==> src/rtl/slmb_pkg.sv <==
package slmb_pkg;

	localparam int TIMER_BITS = 16;
	localparam int CFG_BITS = 16;
	localparam int CMP_BITS = (TIMER_BITS > CFG_BITS) ? TIMER_BITS : CFG_BITS;

	typedef logic [TIMER_BITS-1:0] timer_t;
	typedef logic [CMP_BITS-1:0] cmp_t;

	localparam logic [2:0] CMD_NONE = 3'd0;
	localparam logic [2:0] CMD_CONNECT = 3'd1;
	localparam logic [2:0] CMD_WARNING = 3'd2;
	localparam logic [2:0] CMD_ALERT = 3'd3;
	localparam logic [2:0] CMD_CONFIRM = 3'd4;
	localparam logic [2:0] CMD_BASE = 3'd5;
	localparam logic [2:0] CMD_STROBE = 3'd6;

	localparam logic [1:0] MODE_BASE = 2'd0;
	localparam logic [1:0] MODE_WARNING = 2'd1;
	localparam logic [1:0] MODE_ALERT = 2'd2;

	localparam logic [1:0] COL_OFF = 2'd0;
	localparam logic [1:0] COL_RED = 2'd1;
	localparam logic [1:0] COL_GREEN = 2'd2;
	localparam logic [1:0] COL_YELLOW = 2'd3;

	localparam logic [1:0] REG_SLOW = 2'd0;
	localparam logic [1:0] REG_FAST = 2'd1;
	localparam logic [1:0] REG_CONFIRM = 2'd2;

	localparam logic [CFG_BITS-1:0] SLOW_RESET = 16'd1000;
	localparam logic [CFG_BITS-1:0] FAST_RESET = 16'd200;
	localparam logic [CFG_BITS-1:0] CONFIRM_RESET = 16'd2000;

	typedef struct packed {
		logic [2:0] cmd;
		logic arg;
	} cmd_req_t;

	typedef struct packed {
		logic led_red;
		logic green_lit;
		logic strobe_out;
		logic [1:0] shown_color;
	} led_req_t;

	typedef struct packed {
		logic [CFG_BITS-1:0] slow_period_ms;
		logic [CFG_BITS-1:0] fast_period_ms;
		logic [CFG_BITS-1:0] confirm_ms;
	} cfg_t;

endpackage

==> src/rtl/slmb_cfg.sv <==
module slmb_cfg (
	input logic clk,
	input logic arst_n,
	input logic cfg_valid,
	output logic cfg_ready,
	input logic [1:0] cfg_index,
	input logic [slmb_pkg::CFG_BITS-1:0] cfg_data,
	output slmb_pkg::cfg_t cfg
);

	slmb_pkg::cfg_t cfg_q;

	assign cfg_ready = 1'b1;
	assign cfg = cfg_q;

	always_ff @(posedge clk or negedge arst_n) begin
		if (!arst_n) begin
			cfg_q.slow_period_ms <= slmb_pkg::SLOW_RESET;
			cfg_q.fast_period_ms <= slmb_pkg::FAST_RESET;
			cfg_q.confirm_ms <= slmb_pkg::CONFIRM_RESET;
		end else if (cfg_valid) begin
			case (cfg_index)
				slmb_pkg::REG_SLOW: cfg_q.slow_period_ms <= cfg_data;
				slmb_pkg::REG_FAST: cfg_q.fast_period_ms <= cfg_data;
				slmb_pkg::REG_CONFIRM: cfg_q.confirm_ms <= cfg_data;
				default: ;
			endcase
		end
	end

endmodule

==> src/rtl/slmb_core.sv <==
module slmb_core (
	input logic clk,
	input logic arst_n,
	input logic step,
	input slmb_pkg::cmd_req_t item,
	input slmb_pkg::cfg_t cfg,
	output slmb_pkg::led_req_t result
);

	logic [1:0] mode_q, mode_n;
	logic [1:0] color_q, color_n;
	slmb_pkg::timer_t blink_q, blink_n;
	slmb_pkg::timer_t celap_q, celap_n;
	logic cact_q, cact_n;
	logic csucc_q, csucc_n;
	logic conn_q, conn_n;
	logic strobe_q, strobe_n;
	logic mode_run;

	always_comb begin
		mode_n = mode_q;
		color_n = color_q;
		blink_n = blink_q;
		celap_n = celap_q;
		cact_n = cact_q;
		csucc_n = csucc_q;
		conn_n = conn_q;
		strobe_n = strobe_q;
		mode_run = 1'b1;

		case (item.cmd)
			slmb_pkg::CMD_CONNECT: conn_n = item.arg;
			slmb_pkg::CMD_WARNING: begin
				mode_n = slmb_pkg::MODE_WARNING;
				blink_n = '0;
			end
			slmb_pkg::CMD_ALERT: begin
				mode_n = slmb_pkg::MODE_ALERT;
				blink_n = '0;
			end
			slmb_pkg::CMD_CONFIRM: begin
				cact_n = 1'b1;
				celap_n = '0;
				csucc_n = item.arg;
			end
			slmb_pkg::CMD_BASE: begin
				mode_n = slmb_pkg::MODE_BASE;
				strobe_n = 1'b0;
			end
			slmb_pkg::CMD_STROBE: strobe_n = item.arg;
			default: ;
		endcase

		if (cact_n) begin
			if (slmb_pkg::cmp_t'(celap_n) >= slmb_pkg::cmp_t'(cfg.confirm_ms)) begin
				cact_n = 1'b0;
			end else begin
				color_n = csucc_n ? slmb_pkg::COL_GREEN : slmb_pkg::COL_RED;
				mode_run = 1'b0;
			end
		end

		if (mode_run) begin
			case (mode_n)
				slmb_pkg::MODE_BASE: begin
					color_n = conn_n ? slmb_pkg::COL_GREEN : slmb_pkg::COL_RED;
				end
				slmb_pkg::MODE_WARNING: begin
					if (slmb_pkg::cmp_t'(blink_n) >= slmb_pkg::cmp_t'(cfg.slow_period_ms)) begin
						blink_n = '0;
						color_n = (color_n == slmb_pkg::COL_YELLOW) ?
							slmb_pkg::COL_OFF : slmb_pkg::COL_YELLOW;
					end
				end
				slmb_pkg::MODE_ALERT: begin
					if (slmb_pkg::cmp_t'(blink_n) >= slmb_pkg::cmp_t'(cfg.fast_period_ms)) begin
						blink_n = '0;
						color_n = (color_n == slmb_pkg::COL_RED) ?
							slmb_pkg::COL_OFF : slmb_pkg::COL_RED;
					end
				end
				default: ;
			endcase
		end

		result.led_red = (color_n == slmb_pkg::COL_RED) || (color_n == slmb_pkg::COL_YELLOW);
		result.green_lit = (color_n == slmb_pkg::COL_GREEN) ||
			(color_n == slmb_pkg::COL_YELLOW);
		result.strobe_out = strobe_n;
		result.shown_color = color_n;
	end

	always_ff @(posedge clk or negedge arst_n) begin
		if (!arst_n) begin
			mode_q <= slmb_pkg::MODE_BASE;
			color_q <= slmb_pkg::COL_OFF;
			blink_q <= '0;
			celap_q <= '0;
			cact_q <= 1'b0;
			csucc_q <= 1'b0;
			conn_q <= 1'b0;
			strobe_q <= 1'b0;
		end else if (step) begin
			mode_q <= mode_n;
			color_q <= color_n;
			blink_q <= (blink_n == '1) ? blink_n : blink_n + 1'b1;
			celap_q <= (celap_n == '1) ? celap_n : celap_n + 1'b1;
			cact_q <= cact_n;
			csucc_q <= csucc_n;
			conn_q <= conn_n;
			strobe_q <= strobe_n;
		end
	end

endmodule

==> src/rtl/status_led_mode_blinker.sv <==
// Data path: an accepted request is held in the input register, and its result is captured
// in the output register once that register is free or the output side does not stall.
// Throughput: one request per cycle while the output side does not stall; the tick update
// is a single pass of compare logic between the input register and the output register.
// Reset: arst_n clears all mode, color, timer and flag state, empties both registers
// and loads the period and duration registers with their default values.
module status_led_mode_blinker (
	input logic clk,
	input logic arst_n,
	input logic cmd_valid,
	output logic cmd_stall,
	input slmb_pkg::cmd_req_t cmd_req,
	output logic led_valid,
	input logic led_stall,
	output slmb_pkg::led_req_t led_req,
	input logic cfg_valid,
	output logic cfg_ready,
	input logic [1:0] cfg_index,
	input logic [slmb_pkg::CFG_BITS-1:0] cfg_data
);

	slmb_pkg::cfg_t cfg;
	slmb_pkg::cmd_req_t req_s1;
	slmb_pkg::led_req_t result;
	slmb_pkg::led_req_t led_q;
	logic valid_s1;
	logic led_valid_q;
	logic advance;

	assign advance = valid_s1 && (!led_valid_q || !led_stall);
	assign cmd_stall = valid_s1 && !advance;
	assign led_valid = led_valid_q;
	assign led_req = led_q;

	slmb_cfg u_cfg (
		.clk(clk),
		.arst_n(arst_n),
		.cfg_valid(cfg_valid),
		.cfg_ready(cfg_ready),
		.cfg_index(cfg_index),
		.cfg_data(cfg_data),
		.cfg(cfg)
	);

	slmb_core u_core (
		.clk(clk),
		.arst_n(arst_n),
		.step(advance),
		.item(req_s1),
		.cfg(cfg),
		.result(result)
	);

	always_ff @(posedge clk or negedge arst_n) begin
		if (!arst_n) begin
			valid_s1 <= 1'b0;
			led_valid_q <= 1'b0;
		end else begin
			if (cmd_valid && !cmd_stall) begin
				valid_s1 <= 1'b1;
			end else if (advance) begin
				valid_s1 <= 1'b0;
			end
			if (advance) begin
				led_valid_q <= 1'b1;
			end else if (!led_stall) begin
				led_valid_q <= 1'b0;
			end
		end
	end

	always_ff @(posedge clk) begin
		if (cmd_valid && !cmd_stall) begin
			req_s1 <= cmd_req;
		end
		if (advance) begin
			led_q <= result;
		end
	end

endmodule
==> config.mk <==
export PLATFORM = sky130hd
export DESIGN_NAME = status_led_mode_blinker
export DESIGN_NICKNAME = d
export VERILOG_FILES = /design/src/rtl/slmb_pkg.sv /design/src/rtl/slmb_cfg.sv /design/src/rtl/slmb_core.sv /design/src/rtl/status_led_mode_blinker.sv
export SDC_FILE = /design/constraint.sdc
export NUM_CORES = 1
export LEC_CHECK = 0
export ABC_AREA = 1
export ABC_CLOCK_PERIOD_IN_PS = 5800
export BUFFER_PORTS_ARGS = -buffer_cell sky130_fd_sc_hd__buf_2
export CORE_MARGIN = 2
export CORE_UTILIZATION = 54
export CTS_BUF_LIST = sky130_fd_sc_hd__clkbuf_16
export CTS_CLUSTER_DIAMETER = 40
export DETAILED_ROUTE_END_ITERATION = 8
export PLACE_DENSITY = 0.7
export SLEW_MARGIN = 20
export SYNTH_ARGS = -nofsm -noshare
export SYNTH_HDL_FRONTEND = slang
export SYNTH_SLANG_ARGS = --single-unit
export TNS_END_PERCENT = 50
==> constraint.sdc <==
create_clock -name clk -period 5.8 [get_ports clk]
set_clock_uncertainty 0.1 [all_clocks]
set_input_delay 0.29 -clock clk [delete_from_list [all_inputs] [get_ports clk]]
set_output_delay 0.29 -clock clk [all_outputs]
set_load 0.02 [all_outputs]
# After elaboration in Yosys (flattened, before gate mapping)
# Cells that the tools add are included.
dict set report totals {
  regBits 99
  output_inout_bits 8
  inputBits 27
  elab_cells 90
}
dict set report op_classes {
  addsub 2
  order_cmp 3
  n_reduce_logical 17
  muxes 31
  eq_ne 18
}
# cell count
set ops {}
lappend ops {{$mux 16} 7}
lappend ops {{$ge 16x16->1} 3}
lappend ops {{$add 16x1->16 const B} 2}
lappend ops {{$eq 16x16->1 const B} 2}
lappend ops {{$pmux 16 s2} 1}
lappend ops {{$mux 2} 8}
lappend ops {{$mux 1} 12}
lappend ops {{$pmux 2 s3} 2}
lappend ops {{$eq 2x2->1 const B} 5}
lappend ops {{$eq 3x3->1 const B} 3}
lappend ops {{$eq 2x1->1 const B} 4}
lappend ops {{$eq 3x2->1 const B} 2}
lappend ops {{$reduce_and 2->1} 3}
lappend ops {{$logic_not 1->1} 4}
lappend ops {{$logic_not 2->1} 2}
lappend ops {{$eq 3x1->1 const B} 1}
lappend ops {{$logic_and 1x1->1} 3}
lappend ops {{$logic_or 1x1->1} 3}
lappend ops {{$ne 2x1->1 const B} 1}
lappend ops {{$pmux 1 s2} 1}
lappend ops {{$reduce_bool 2->1} 1}
lappend ops {{$reduce_or 2->1} 1}

# Depth between registers and ports, before layout
dict set report logic_depth {
  word_depth 12
  depth_mapped 31
  depth_no_buf 28
}

# Cells and area by module
# From an unflattened synthesis, not the netlist that was laid out.
dict set report hier_totals {
  cells_unflattened 874
  hier_area_um2 6625.1
}
# module seq_area_each_um2 instances cells_per_inst area_each_um2
set by_module_without_submodules {}
lappend by_module_without_submodules {slmb_core 1001.0 1 637 4185.3}
lappend by_module_without_submodules {slmb_cfg 1219.9 1 216 2074.5}
lappend by_module_without_submodules {status_led_mode_blinker 320.3 1 21 365.4}

# Least setup slack after synthesis
# OpenSTA, ideal clock, no wires.
dict set report synth_timing {
  path_type {register to register}
  from {register req_s1[3] (netlist bit)}
  to {register u_core.blink_q[1]}
  t_required_ps 5582
  path_buffers 3
  t_arrival_ps 3726
  path_stages_with_launch 27
  synth_period_minus_slack_ps 3944
  setup_slack_ps 1856
  setup_time_ps 118
  cell_sequence {edfxtp_1 -> nor2_1 -> clkbuf_1 -> nor2_1 -> ha_1 -> a21o_1 -> a21oi_1 -> nand2_1 -> nand2_1 -> nand3_1 -> nor2_1 -> nor2_2 -> nand2_4 -> buf_6 -> buf_6 -> inv_2 -> nor2_2 -> ha_1 -> inv_1 -> nor2_1 -> nand3_2 -> nor2_2 -> nand3b_4 -> nor2_1 -> nand2_1 -> nand3_1 -> nand2_1}
}
dict set report synth_between {
  elab_chain_cells 9
  word_cells_on_any_way 23
  cone_classes {1 x add/sub; 3 x order compare; 7 x eq/ne; 11 x mux; 1 x reduce/logical}
}
# item line_no
set synth_lines {}
lappend synth_lines {{start, declared} status_led_mode_blinker.sv:23} ;# slmb_pkg::cmd_req_t req_s1;
lappend synth_lines {{start signal, assigned} status_led_mode_blinker.sv:74} ;# req_s1 <= cmd_req;
lappend synth_lines {{$eq 3x2->1} slmb_core.sv:31} ;# case (item.cmd)
lappend synth_lines {{$reduce_or 2->1 (no source line)} -}
lappend synth_lines {{$mux 16} slmb_core.sv:31}
lappend synth_lines {{$ge 16x16->1, on equally long branches} {slmb_core.sv:76, slmb_core.sv:69}}
lappend synth_lines {{$mux 16, on equally long branches} {slmb_core.sv:76, slmb_core.sv:69}}
lappend synth_lines {{$pmux 16 s2} slmb_core.sv:64} ;# case (mode_n)
lappend synth_lines {{$mux 16 *} slmb_core.sv:63} ;# if (mode_run) begin
lappend synth_lines {{$add 16x1->16 / $eq 16x16->1 (equally long branches)} slmb_core.sv:106} ;# blink_q <= (blink_n == '1) ? blink_n : blink_n + 1'b1;
lappend synth_lines {{$mux 16 *} slmb_core.sv:106}
lappend synth_lines {{end signal, assigned} slmb_core.sv:106}
lappend synth_lines {{end, declared} slmb_core.sv:12} ;# slmb_pkg::timer_t blink_q, blink_n;
# Every way passes the cells marked *; elsewhere a longest branch is shown, timed or not.
# A chain may end at the register's enable or synchronous reset.

# Worst setup path in the final report
dict set report layout_timing {
  from {register req_s1[2] (netlist bit)}
  to {register u_core.blink_q[1]}
}
# Same word-level chain as after synthesis.

==> metrics.txt <==
Die W 112 um; CP Buf/Inv Count 3; first-pass GRT wire length ~25000 um; RSZ-0062 raised after global routing no; Worst-path clk slew 0.06 ns; post-synth net total approximately 890; placed inst area about 0.0065 mm2; mux contribution to synthesized area 0%; final setup TNS 0 ns; Overall Power approximately 2.3 mW; Fmax between 200 and 250 MHz; worst skew pair latency about 0.37 ns; critical path arrival 4.60 ns; dpl ws about 1.4 ns; Yosys reg bits 98; Crit path max-delay family simple AND/OR/NAND/NOR gates; 1st-iter DRT viols 330; Setup CP Type register to register; Antenna diodes 0; Slew headroom between 20% and 30%; area added between synthesis and finish 9.16%; DR DRC count 0; crit path capture type register; Chip Height about 110 um; hold path start cmd_req[3]; dominant cells by area after synthesis dfrtp_1, ha_1, nand2_1; cell area after layout 0.00681 mm2; CTS tree built; average via count per standard cell approximately 5.2; IO Port Bufs 33; Final setup violation count 0; share of cells above drive strength 1 roughly an eighth; die area between 0.01 and 0.015 mm2; routed vias 5166; pin count of the biggest net entering global routing 50; Commonest cells post-synth nand2_1, inv_1, nor2_1; DP Cell Count between 900 and 1000; syn_area_per_cell 7.69 um2; DRT Wirelength between 10000 and 15000 um; Fin. Hold Viols 0; Yosys cell types 41; Worst Path Required roughly 6 ns; num ports 35; CORE AREA 0.0114 mm2; startpoint types register; Detail Placement HPWL 10900 um; H-tree depth 3; Tightest Pin Transition 1.07 ns; Final period util between 70% and 80%; Total GRT Usage roughly a quarter; router iterations before antenna repair 7; Root Driver clkbuf_16; total CTS buffers 9; post-synthesis adder-cell area fraction 10.6%; largest area contributor in the netlist dfrtp_1; initial antenna violation count 0; outcome completed; Cell Area, Synth about 0.0062 mm2; reg-to-reg critical path endpoint u_core.blink_q[1]; Reg2Reg Setup Slack ~1.3 ns; worst vdd ir slightly below 0.0003 V; fillcell total around 1100; Slew Limit Fails 0; Starting Density around 55%; crit-path max FO 27; PwrDens ~340 mW/mm2; Synth Area in Compound Gates about 10%; simple-gate share of the synthesized area 25.9%; Cells after Synth approximately 810; Final WS setup approximately 1.3 ns; Worst Hold End req_s1[3]; slowest stage delay, CP roughly 0.56 ns; top-area cell type share of the netlist area a little under a third; warnings from Yosys 0; vias in the first global route between 5000 and 6000; Routed Antenna Nets 0; static leakage approximately 3.5 nW; routed len/inst about 15 um; fin cells between 900 and 1000; total global routing overflow 0; post-synthesis async set-or-reset flop share between 90 and 100%; max cap viols 0; sequential fraction of the synthesis area approximately 40%; dominant synthesized flop cell dfrtp_1; CP dominant cell by count nor2_1; most frequent cell after synthesis nand2_1; FF-to-FF path depth 23; nets approximately 920; xor/xnor share of the synthesized area under 10%; clock sink count 98; # Post-CTS Setup Buffers 0; # rows 39; Min Clock Period, post-route approximately 4.5 ns; Slowest-stage cell, CP inv_1; FF-to-FF Start req_s1[2]; Longest Clk Path Bufs 2; worst-path cell chain nor2_1 -> nand2_2 -> inv_1 -> nor2_1 -> ha_1 -> a21oi_1 -> o21a_1 -> nor2_1 -> nor2_1 -> nand4_4 -> nand2_4 -> inv_2 -> nor2_2 -> ha_1 -> inv_1 -> nor2_1 -> nand3_2 -> nor2_2 -> nand3b_4 -> nor2_1 -> nand2_1 -> nand3_1 -> nand2_1; largest family of logic cells by synthesized area simple AND/OR/NAND/NOR gates; Hold/Removal Path Class primary input to register; WHS Path Cells 1; gpl congestion between 0.8 and 0.9; Post-synth EDFFs 8
==> per-layer routing <==
metal  GRT usage [%]  share of wire, %  vias to the layer above  wire (um)
li1                -                 -                     2638          -
met2            40.7                46                      109       6720
met3            4.95               4.0                       16        582
met1            35.2                48                     2403       7040
met5               0                 0                        -          0
met4            7.98               1.6                        0        231
==> logic make-up (layout without fill, tap and decap cells) <==
group / after synthesis / in the layout
AO/OA/AOI/OAI: 122 / 122
XOR/XNOR: 19 / 19
adder cells (fa/ha/maj): 53 / 53
buffers and inverters: 162 / 194
flip-flops: 98 / 98
other: 1 / 1
AND/OR/NAND/NOR: 357 / 357
==> worst register-to-register path, cell delays in order, from the launching register on <==
cell      delay [ns]
edfxtp_1        0.43
nor2_1          0.13
nand2_2         0.11
inv_1           0.56
nor2_1          0.18
ha_1            0.35
a21oi_1         0.16
o21a_1          0.14
nor2_1          0.04
nor2_1          0.24
nand4_4         0.17
nand2_4         0.29
inv_2           0.08
nor2_2          0.16
ha_1            0.17
inv_1           0.05
nor2_1          0.13
nand3_2         0.13
nor2_2          0.24
nand3b_4        0.14
nor2_1          0.13
nand2_1         0.07
nand3_1         0.10
nand2_1         0.05
==> how the worst max path moves through the flow <==
stage | endpoint | start | cells after the start
6_report | u_core.blink_q[1] | req_s1[2] | 23
5_1_grt | u_core.blink_q[1] | req_s1[2] | 23
4_1_cts | u_core.blink_q[1] | req_s1[2] | 23
3_5_place_dp | u_core.blink_q[1] | req_s1[2] | 23
3_3_place_gp | u_core.blink_q[1] | req_s1[2] | 23
2_1_floorplan | u_core.blink_q[1] | req_s1[3] | 26
==> registers in the layout, indices dropped and copies added, names as in the netlist <==
name / cells
u_core.color_q: 2
u_cfg.cfg: 48
u_core.celap_q: 16
u_core.cact_q: 1
valid_s1: 1
u_core.conn_q: 1
u_core.csucc_q: 1
led_req: 4
u_core.strobe_q: 1
u_core.blink_q: 16
led_valid: 1
req_s1: 4
u_core.mode_q: 2
==> cell usage in the layout, fill, tap and decap left out, drive strengths merged, types with 15 or more instances in the layout <==
cell and n:
o21ai 82, nor2 98, dfrtp 75, buf 36, nand2 181, nand3 49, a21oi 25, ha 53
dfstp 15, inv 144
==> cell type report <==
cell class | instances | area (um2) | share of cell area, %
Tap cell | 143 | 179 | 2.63
Multi-Input combinational cell | 552 | 3100 | 45.5
Sequential cell | 98 | 2510 | 36.9
Clock buffer | 10 | 250 | 3.67
Clock inverter | 6 | 36.3 | 0.533
Timing Repair Buffer | 38 | 210 | 3.08
Inverter | 140 | 526 | 7.71
==> repair_timing <==
item	CTS	global route
hold buffers	2	0
gates resized for setup	0	0
endpoints found under the hold margin	42	0
==> through the flow <==
step | hold WS (ns) | util, %
finish | 0.0125 | 59.9
global route | 0.00329 | 59.9
CTS | 0.00392 | 59.8
detailed placement | 0.231 | 57.1
global placement | 0.227 | 57.1
floorplan | -0.106 | -
==> power by group <==
| group | internal, mW | switching, mW | total [mW] |
|---|---|---|---|
| clock | 0.316 | 0.271 | 0.587 |
| sequential | 0.852 | 0.0819 | 0.934 |
| combinational | 0.291 | 0.530 | 0.821 |
No activity file was read; power rests on OpenSTA's default activity.
